$ cat src/assert_macros.svh
`ifndef ASSERT_MACROS_SVH
`define ASSERT_MACROS_SVH

// Concurrent check on clk, muted while arst_n is low.
`define ASSERT_CLK(lbl, prop, msg) \
	lbl: assert property (@(posedge clk) disable iff (!arst_n) prop) else $error(msg);

// Same, with no reset gating.
`define ASSERT_ALWAYS(lbl, prop, msg) \
	lbl: assert property (@(posedge clk) prop) else $error(msg);

`endif

$ cat src/twr_pkg.sv
`default_nettype none

package twr_pkg;

	typedef enum logic [1:0] {
		FUNC_RX      = 2'd0,
		FUNC_TX      = 2'd1,
		FUNC_TIMEOUT = 2'd2,
		FUNC_IGNORE  = 2'd3
	} func_t;

	localparam logic [2:0] ACT_NONE    = 3'd0;
	localparam logic [2:0] ACT_RESET   = 3'd1;
	localparam logic [2:0] ACT_RESTART = 3'd2;
	localparam logic [2:0] ACT_ANSWER  = 3'd3;
	localparam logic [2:0] ACT_REPORT  = 3'd4;

	typedef enum logic [1:0] {
		KIND_NONE   = 2'd0,
		KIND_ANSWER = 2'd1,
		KIND_REPORT = 2'd2
	} tx_kind_t;

	localparam logic [7:0] MSG_POLL  = 8'h01;
	localparam logic [7:0] MSG_FINAL = 8'h03;
	localparam logic [7:0] LPP_CODE  = 8'd240;

	localparam logic [7:0] CFG_OWN_ADDR = 8'd0;
	localparam logic [7:0] CFG_POS_EN   = 8'd1;

	// 4000 uus at 65536 ticks each
	localparam logic [40:0] REPLY_DELAY_TICKS = 41'(4000 * 65536);

	typedef struct packed {
		logic [1:0]  func;
		logic [9:0]  frame_length;
		logic [63:0] dest_addr;
		logic [63:0] src_addr;
		logic [7:0]  msg_type;
		logic [7:0]  seq_num;
		logic [39:0] event_time;
		logic        start_failed;
	} twr_in_t;

	typedef struct packed {
		logic [2:0]  action;
		logic [63:0] reply_dest;
		logic [7:0]  reply_seq;
		logic [31:0] tx_time;
		logic        with_position;
		logic [39:0] poll_time;
		logic [39:0] answer_time;
		logic [39:0] final_time;
	} twr_out_t;

endpackage

`default_nettype wire

$ cat src/twr_in_stage.sv
`default_nettype none

module twr_in_stage (
	input  wire logic            clk,
	input  wire logic            arst_n,
	input  wire logic            in_valid,
	output logic                 in_ready,
	input  wire twr_pkg::twr_in_t in_data,
	output logic                 item_valid,
	output twr_pkg::twr_in_t     item,
	input  wire logic            item_take
);
	import twr_pkg::*;

	logic     valid_s1;
	twr_in_t  data_s1;

	// Stage empties when the core takes the item, so a new one can land the same cycle.
	assign in_ready   = !valid_s1 || item_take;
	assign item_valid = valid_s1;
	assign item       = data_s1;

	always_ff @(posedge clk or negedge arst_n) begin
		if (!arst_n) begin
			valid_s1 <= 1'b0;
		end else if (in_ready) begin
			valid_s1 <= in_valid;
		end
	end

	always_ff @(posedge clk) begin
		if (in_valid && in_ready) begin
			data_s1 <= in_data;
		end
	end

endmodule

`default_nettype wire

$ cat src/twr_core.sv
`default_nettype none

module twr_core (
	input  wire logic             clk,
	input  wire logic             arst_n,
	input  wire logic             cfg_valid,
	input  wire logic [7:0]       cfg_index,
	input  wire logic [63:0]      cfg_data,
	input  wire logic             item_valid,
	input  wire twr_pkg::twr_in_t item,
	output logic                  item_take,
	output logic                  out_valid,
	input  wire logic             out_ready,
	output twr_pkg::twr_out_t     out_data
);
	import twr_pkg::*;
	`include "assert_macros.svh"

	logic [63:0] own_addr_q;
	logic        pos_en_q;

	logic [7:0]  tag_q,    tag_d;
	logic [39:0] poll_q,   poll_d;
	logic [39:0] answer_q, answer_d;
	logic [39:0] final_q,  final_d;
	tx_kind_t    kind_q,   kind_d;

	twr_out_t    res;
	twr_out_t    res_q;
	logic        res_valid_q;
	logic [40:0] tx_sum;

	assign item_take = item_valid && (!res_valid_q || out_ready);
	assign out_valid = res_valid_q;
	assign out_data  = res_q;
	assign tx_sum    = {1'b0, item.event_time} + REPLY_DELAY_TICKS;

	always_ff @(posedge clk or negedge arst_n) begin
		if (!arst_n) begin
			own_addr_q <= '0;
			pos_en_q   <= 1'b0;
		end else if (cfg_valid) begin
			unique case (cfg_index)
				CFG_OWN_ADDR: own_addr_q <= cfg_data;
				CFG_POS_EN:   pos_en_q   <= cfg_data[0];
				default: ;
			endcase
		end
	end

	always_comb begin
		res      = '0;
		tag_d    = tag_q;
		poll_d   = poll_q;
		answer_d = answer_q;
		final_d  = final_q;
		kind_d   = kind_q;
		unique case (func_t'(item.func))
			FUNC_RX: begin
				if (item.frame_length != '0) begin
					if (item.dest_addr != own_addr_q) begin
						res.action = ACT_RESET;
					end else if (item.msg_type == MSG_POLL) begin
						tag_d  = item.src_addr[7:0];
						kind_d = KIND_ANSWER;
						if (item.start_failed) begin
							// poll time kept only when the answer actually leaves
							res.action = ACT_RESTART;
						end else begin
							poll_d            = item.event_time;
							res.action        = ACT_ANSWER;
							res.reply_dest    = item.src_addr;
							res.reply_seq     = item.seq_num;
							res.tx_time       = tx_sum[39:8];
							res.with_position = pos_en_q;
						end
					end else if (item.msg_type == MSG_FINAL) begin
						if (tag_q != item.src_addr[7:0]) begin
							res.action = ACT_RESTART;
						end else begin
							final_d         = item.event_time;
							kind_d          = KIND_REPORT;
							res.action      = ACT_REPORT;
							res.reply_dest  = item.src_addr;
							res.reply_seq   = item.seq_num;
							res.poll_time   = poll_q;
							res.answer_time = answer_q;
							res.final_time  = item.event_time;
						end
					end else if (item.msg_type == LPP_CODE) begin
						res.action = ACT_RESTART;
					end
				end
			end
			FUNC_TX: begin
				if (kind_q == KIND_ANSWER) begin
					answer_d = item.event_time;
				end
			end
			FUNC_TIMEOUT: res.action = ACT_RESTART;
			default: ;
		endcase
	end

	always_ff @(posedge clk or negedge arst_n) begin
		if (!arst_n) begin
			tag_q    <= '0;
			poll_q   <= '0;
			answer_q <= '0;
			final_q  <= '0;
			kind_q   <= KIND_NONE;
		end else if (item_take) begin
			tag_q    <= tag_d;
			poll_q   <= poll_d;
			answer_q <= answer_d;
			final_q  <= final_d;
			kind_q   <= kind_d;
		end
	end

	always_ff @(posedge clk or negedge arst_n) begin
		if (!arst_n) begin
			res_valid_q <= 1'b0;
		end else if (item_take) begin
			res_valid_q <= 1'b1;
		end else if (out_ready) begin
			res_valid_q <= 1'b0;
		end
	end

	always_ff @(posedge clk) begin
		if (item_take) begin
			res_q <= res;
		end
	end

	`ASSERT_CLK(a_report_sets_kind,
		item_take && res.action == ACT_REPORT |=> kind_q == KIND_REPORT,
		"report did not mark report pending")
	`ASSERT_CLK(a_answer_keeps_poll,
		item_take && res.action == ACT_ANSWER |=> poll_q == $past(item.event_time),
		"answer did not capture poll time")
	`ASSERT_CLK(a_idle_fields_zero,
		item_take && res.action != ACT_ANSWER && res.action != ACT_REPORT
		|=> res_q.reply_dest == '0 && res_q.tx_time == '0,
		"reply fields set without a reply")
	`ASSERT_CLK(a_take_needs_room,
		item_take |-> !res_valid_q || out_ready,
		"result register overwritten")

endmodule

`default_nettype wire

$ cat src/twr_ranging_anchor_responder.sv
// channel | signals                           | transfer when
// --------+-----------------------------------+--------------------------
// in      | in_valid in_ready in_data         | in_valid && in_ready
// out     | out_valid out_ready out_data      | out_valid && out_ready
// cfg     | cfg_valid cfg_ready cfg_index/data| cfg_valid && cfg_ready
//
// Every event yields exactly one result: input register, compare/add logic, result register.
// One event per cycle sustained unless out_ready stalls; one pass of compare/add logic.
// arst_n clears config, ranging state and both valid flags.
// A stalled output holds the input register; in_ready drops only when both are full.
// cfg_ready is tied high; writes take effect the next cycle.
`default_nettype none

module twr_ranging_anchor_responder (
	input  wire logic             clk,
	input  wire logic             arst_n,
	input  wire logic             in_valid,
	output logic                  in_ready,
	input  wire twr_pkg::twr_in_t in_data,
	output logic                  out_valid,
	input  wire logic             out_ready,
	output twr_pkg::twr_out_t     out_data,
	input  wire logic             cfg_valid,
	output logic                  cfg_ready,
	input  wire logic [7:0]       cfg_index,
	input  wire logic [63:0]      cfg_data
);
	import twr_pkg::*;

	logic    item_valid;
	logic    item_take;
	twr_in_t item;

	assign cfg_ready = 1'b1;

	twr_in_stage u_in_stage (
		.clk        (clk),
		.arst_n     (arst_n),
		.in_valid   (in_valid),
		.in_ready   (in_ready),
		.in_data    (in_data),
		.item_valid (item_valid),
		.item       (item),
		.item_take  (item_take)
	);

	twr_core u_core (
		.clk        (clk),
		.arst_n     (arst_n),
		.cfg_valid  (cfg_valid),
		.cfg_index  (cfg_index),
		.cfg_data   (cfg_data),
		.item_valid (item_valid),
		.item       (item),
		.item_take  (item_take),
		.out_valid  (out_valid),
		.out_ready  (out_ready),
		.out_data   (out_data)
	);

endmodule

`default_nettype wire

$ cat config.mk
export PLATFORM = sky130hd
export DESIGN_NAME = twr_ranging_anchor_responder
export DESIGN_NICKNAME = d
export VERILOG_FILES = /design/src/twr_pkg.sv /design/src/twr_in_stage.sv /design/src/twr_core.sv /design/src/twr_ranging_anchor_responder.sv
export VERILOG_INCLUDE_DIRS = /design/src /design/src/src
export SDC_FILE = /design/constraint.sdc
export NUM_CORES = 1
export LEC_CHECK = 0
export BUFFER_PORTS_ARGS = -buffer_cell sky130_fd_sc_hd__buf_2
export CORE_MARGIN = 8
export CORE_UTILIZATION = 55
export DETAILED_ROUTE_END_ITERATION = 10
export PLACE_DENSITY = 0.91
export SYNTH_ARGS = -nofsm -noshare
export SYNTH_HDL_FRONTEND = slang
export SYNTH_SLANG_ARGS = --single-unit
$ cat constraint.sdc
create_clock -name clk -period 21.4 [get_ports clk]
set_clock_uncertainty 0.15 [all_clocks]
set_input_delay 5.35 -clock clk [delete_from_list [all_inputs] [get_ports clk]]
set_output_delay 5.35 -clock clk [all_outputs]
set_load 0.01 [all_outputs]
==> metrics, run 1 <==
Mapped Cells=1216; Post-DP HPWL=36.2 mm; Post-CTS Setup Bufs=0; total core area=~39000 µm²; drt drc=0; P&R area growth vs syn=22.8%; mapped cell area=about 22000 µm²; share of cells above drive strength 1=around two fifths; outcome=finished, final reports clean; max-cap violations=0; reg2reg path depth=4; Placer Congestion=roughly 0.85; final hold vios=0; Filler cells=2401; register area share after synthesis=77.5%; initial detailed-routing violation count=between 800 and 900; reg2reg end=u_in_stage.item[28]; Sw Share=21.1%; Min-Delay Path Class=reg2reg; Die Area=45700 µm²; hold-critical path depth=2; FF-to-FF setup slack=17.64 ns; Sequential Power Share=53.8%; GRT overflow=0; Max transition margin=about 29%; die height=214 µm; Global Route Usage Sum=22.5%; clock network fraction of design power=about two fifths; DR vias/cell=5.30; clock latency at the later pin of the worst-skew pair=0.59 ns; Worst setup EP type=primary output; top-count cell post-synth=edfxtp_1; Worst Setup Path Type=in2out; Hold EP=u_core.answer_q[20]; Sequential Area=~17000 µm²; first-pass GRT wire length=76.7 mm; Least-Margin Pin Slew=~1.0 ns; crit path max fanout=3; clock slew at reported path FFs=about 0.060 ns; antenna-violating nets left=0; RSZ-0062 raised after global routing=no; number of enable flip-flop cells after synthesis=425; setup tns final=0 ns; WL/cell=22.7 µm; register bit total from synthesis=582; multi-input logic area=4550 µm²; top cell type's share of synthesized area=59.3%; period utilisation layout=a little over half; largest net degree at the start of global routing=between 100 and 150; Fmax=~88 MHz; clock root cell=clkbuf_16; vias in the first global route=12900; Netlist cell types=44; type of origin of the critical path=input pin; htree depth=2; R2R Path Start=u_core.out_valid; Synth warnings=0; Layout Cells excl Fill=2318; Yosys top cell by area=edfxtp_1; sw power=513 µW; post-layout util=68.4%; CTS sink count=582; Syn Area/Cell=~18 µm²; Slew Limit Fails=0; placed instance count=2205; P_int=1.91 mW; clock tree from TritonCTS=built; logic gate share of total power=roughly 5.6%; num rows=72; PwrDens=91.8 nW/µm²; initial core utilization=55.7%; Tmin final=11.35 ns; DR pass1 iterations=5; CTS Buffer Depth=3; Synth top cells by count=edfxtp_1, and2_1, dfrtp_1; ys async rst share=27.0%; CTS Buf Count=53; maximum vdd drop=0.0000786 V; Leak=around 11 nW; final setup fails=0; via count=between 10000 and 15000; # nets final=2017; crit path DAT=5.85 ns; Tot Pwr=2.42 mW; Die Width=214 µm; I/O Buffers=503; Mapped Nets=1491; leading post-synthesis cells by cell area=edfxtp_1, dfrtp_1, and2_1, mux2_2, xnor2_1; Ports=505; WP data required=15.90 ns; Hold Buf Count CTS=0; hold_sp=u_core.answer_q[20]; post-CTS sizing=0; Synth Flop Type=edfxtp_1; initial antenna violation count=19; total routed wirelength=52.7 mm
## stage by stage
| stage | cell area, µm² | hold slack (ns) | setup WS (ns) |
|---|---|---|---|
| after floorplan | 21500 | 0.292 | 6.91 |
| after global placement | 24600 | 0.302 | 10.09 |
| after detailed placement | 24600 | 0.314 | 10.07 |
| after CTS | 26400 | 0.329 | 10.06 |
| after global routing | 26400 | 0.353 | 10.03 |
| final | 26400 | 0.328 | 10.05 |
## power by group through the flow
stage          logic [mW]  clock network, mW  registers, mW
2_1_floorplan      0.0437                  0           1.35
3_3_place_gp        0.131                  0           1.32
3_5_place_dp        0.135                  0           1.33
4_1_cts             0.138               1.00           1.31
5_1_grt             0.145               1.04           1.31
6_report            0.135              0.985           1.31
## per-layer routing
metal  up-vias  wire length [µm]  track usage, %
met4        14              1970            8.93
li1       5468                 -               -
met1      6017             18600            25.7
met3       129              5000            6.75
met5         -                72               0
met2       646             27000            39.6
## critical path: stages
cell and delay, ns:
buf_2 0.10, nand3b_1 0.21, buf_2 0.18
## area by class of cell
type / instances / area share [%]
inverter: 17 / 0.241
clock inverter: 21 / 1.10
multi-input combinational: 573 / 17.2
antenna: 13 / 0.123
clock buffer: 79 / 5.81
timing repair buffer: 515 / 9.89
sequential: 582 / 63.2
tap: 518 / 2.45
## cell usage in the layout, fill, tap and decap left out, types with 13 or more instances in the layout
cell type  count
o21ai_0       15
edfxtp_1     425
nand2_1       19
mux2_4        40
nand4_1       23
xnor2_1       79
inv_1         17
diode_2       13
clkbuf_16     55
clkbuf_1      17
and2_1       178
mux2_2        99
dfrtp_1      157
buf_2        502
nor2_1        36
nor3_1        17
## state kept, by name, summed over array words and instances (netlist names)
name                   cells
u_core.own_addr_q         64
u_in_stage.item_valid      1
u_core.out_valid           1
u_core.tag_q               8
u_core.poll_q             40
u_core.pos_en_q            1
u_core.kind_q              2
u_in_stage.item          197
u_core.out_data          228
u_core.answer_q           40
## logic make-up (layout without fill, tap and decap cells)
family / Yosys count / count (layout) / synth area share (%)
AND/OR/NAND/NOR: 315 / 315 / 8.55
multiplexers: 139 / 139 / 7.97
adder cells (fa/ha/maj): 1 / 1 / 0.0581
other: 1 / 14 / 0.0174
XOR/XNOR: 87 / 87 / 3.54
buffers and inverters: 61 / 632 / 1.44
flip-flops: 582 / 582 / 77.5
AO/OA/AOI/OAI: 30 / 30 / 0.878
## worst max-delay path by stage
stage	depth (start not counted)	start	to
floorplan	6	out_ready	u_core.answer_q[21]
global placement	3	out_ready	in_ready
detailed placement	3	out_ready	in_ready
CTS	3	out_ready	in_ready
global route	3	out_ready	in_ready
finish	3	out_ready	in_ready
(Power assumes the default switching activity.)
==> run 2, diff against run 1 <==
- CORE_UTILIZATION: 55 -> 54
- PLACE_DENSITY: 0.91 -> 0.9
- clock period: 21.4 -> 10.9 ns (I/O delays scaled with it)
==> metrics, run 2 (synthesis results as in run 1) <==
outcome=finished, final reports clean (unchanged); CTS sink count=582 (unchanged); post-placement worst setup slack=4.85 ns (was 10.07 ns); Ports=505 (unchanged); Tmin final=6.06 ns; clock latency at the later pin of the worst-skew pair=0.60 ns (was 0.59 ns); Worst Setup Path Type=in2out (unchanged); most frequent cells in the layout=buf_2, edfxtp_1, and2_1 (unchanged); Die Area=46500 µm² (was 45700 µm²); crit-path leading delay family=buffers and inverters (unchanged); Slew Limit Fails=0 (unchanged); DR vias/cell=5.34 (was 5.30); WL met2=27.7 mm (was 27.0 mm); maximum vdd drop=0.000155 V (was 0.0000786 V); top sig layer=met5 (unchanged); slowest cell on the critical path=nand3b_1 (unchanged); hold_sp=u_core.kind_q[0] (was u_core.answer_q[20]); placed instance count=2213 (was 2205); Worst setup EP type=primary output (unchanged); share of cells above drive strength 1=41.9% (was 41.5%); initial core utilization=54.4% (was 55.7%); clock slew at reported path FFs=0.06 ns (about the same); DR pass1 iterations=5 (unchanged); Hold Buf Count CTS=0 (unchanged); post-CTS sizing=0 (unchanged); Global Route Usage Sum=22.4% (was 22.5%); Layout Cells excl Fill=2332 (was 2318); # nets final=2021 (was 2017); most frequent CP cell=buf_2 (unchanged); total routed wirelength=53.7 mm (was 52.7 mm); P&R area growth vs syn=23.5% (was 22.8%); htree depth=2 (unchanged); crit path cell chain=buf_2, nand3b_1, buf_2 (unchanged); WP data required=8.03 ns (was 15.90 ns); die height=216 µm (was 214 µm); WL/cell=23.0 µm (was 22.7 µm); Fmax=about 160 MHz; Leak=11.4 nW (was 11.3 nW); Placer Congestion=0.876 (was 0.853); clock tree from TritonCTS=built (unchanged); worst path bufs/invs=2 (unchanged); setup tns final=0 ns (unchanged); Least-Margin Pin Slew=1.00 ns (was 1.04 ns); drt drc=0 (unchanged); period utilisation layout=55.6%; Min-Delay Path Class=reg2reg (unchanged); clock root cell=clkbuf_16 (unchanged); PwrDens=183 nW/µm² (was 91.8 nW/µm²); initial antenna violation count=14 (was 19); first-pass GRT wire length=80.1 mm (was 76.7 mm); initial detailed-routing violation count=977 (was 801); final setup fails=0 (unchanged); largest net degree at the start of global routing=108 (unchanged); GRT overflow=0 (unchanged); slack of the critical path=4.84 ns (was 10.05 ns); most common cell after layout, fill and taps aside=buf_2 (unchanged); R2R Path Start=u_core.own_addr_q[34] (was u_core.out_valid); num rows=73 (was 72); Die Width=216 µm (was 214 µm); met1 WL=19.1 mm (was 18.6 mm); Max transition margin=32.9% (was 29.2%); type of origin of the critical path=input pin (unchanged); max-cap violations=0 (unchanged); vias in the first global route=13700 (was 12900); DR WL met3=4.80 mm (was 5.00 mm); CP peak stage delay=0.19 ns (was 0.21 ns); I/O Buffers=503 (unchanged); Critical Path Source=out_ready (unchanged); total core area=39500 µm² (was 38600 µm²); final hold vios=0 (unchanged); CTS Buf Count=56 (was 53); RSZ-0062 raised after global routing=no (unchanged); Post-DP HPWL=36.6 mm (was 36.2 mm); crit path max fanout=3 (unchanged); CTS Buffer Depth=3 (unchanged); via count=12500 (was 12300); Post-CTS Setup Bufs=0 (unchanged); antenna-violating nets left=0 (unchanged); crit path DAT=3.19 ns (was 5.85 ns); Tot Pwr=4.86 mW (was 2.42 mW); max reg flops=228 (unchanged); Fin Hold WS=0.322 ns (was 0.328 ns)
-- run 2: layout make-up --
cell class / instances / area (µm²)
multi-input combinational: 573 / 4550
clock inverter: 32 / 377
tap: 525 / 657
clock buffer: 74 / 1580
fill: 2468 / 13000
timing repair buffer: 516 / 2620
antenna: 13 / 32.5
sequential: 582 / 16700
inverter: 17 / 63.8
-- run 2: metal layers --
metal | GRT usage [%] | up-vias
li1 | - | 5467
met3 | 7.20 | 122
met4 | 9.49 | 2
met5 | 0 | -
met2 | 39.0 | 679
met1 | 25.2 | 6192
-- run 2: worst register-to-register path: stages, from the launching register on --
cell      delay (ns)
dfrtp_1         0.39
xnor2_1         0.34
nand4_1         0.17
nor4_1          0.56
nand4_1         0.47
a211oi_4        0.94
buf_4           0.49
and2_1          0.22
-- run 2: final timing paths --
| check | end | slack, ns | cells after the start |
|---|---|---|---|
| setup reg to reg | u_core.out_data[174] | 7.04 | 7 |
| min in group asynchronous | u_core.own_addr_q[40] | 1.89 | 1 |
| hold / removal | u_core.kind_q[0] | 0.32 | 1 |
| hold reg to reg | u_core.kind_q[0] | 0.32 | 1 |
| setup / recovery | in_ready | 4.84 | 3 |
| max in group asynchronous | u_core.answer_q[32] | 6.73 | 3 |
-- run 2: power by group --
group          switching [mW]  internal, mW
sequential             0.0552          2.51
combinational           0.163         0.103
clock                   0.819          1.21
-- run 2: per-stage QoR --
step	utilization, %	area, µm²
after global routing	67.2	26600
after global placement	62.2	24600
after detailed placement	62.2	24600
after floorplan	-	21500
after CTS	67.1	26500
final	67.2	26600
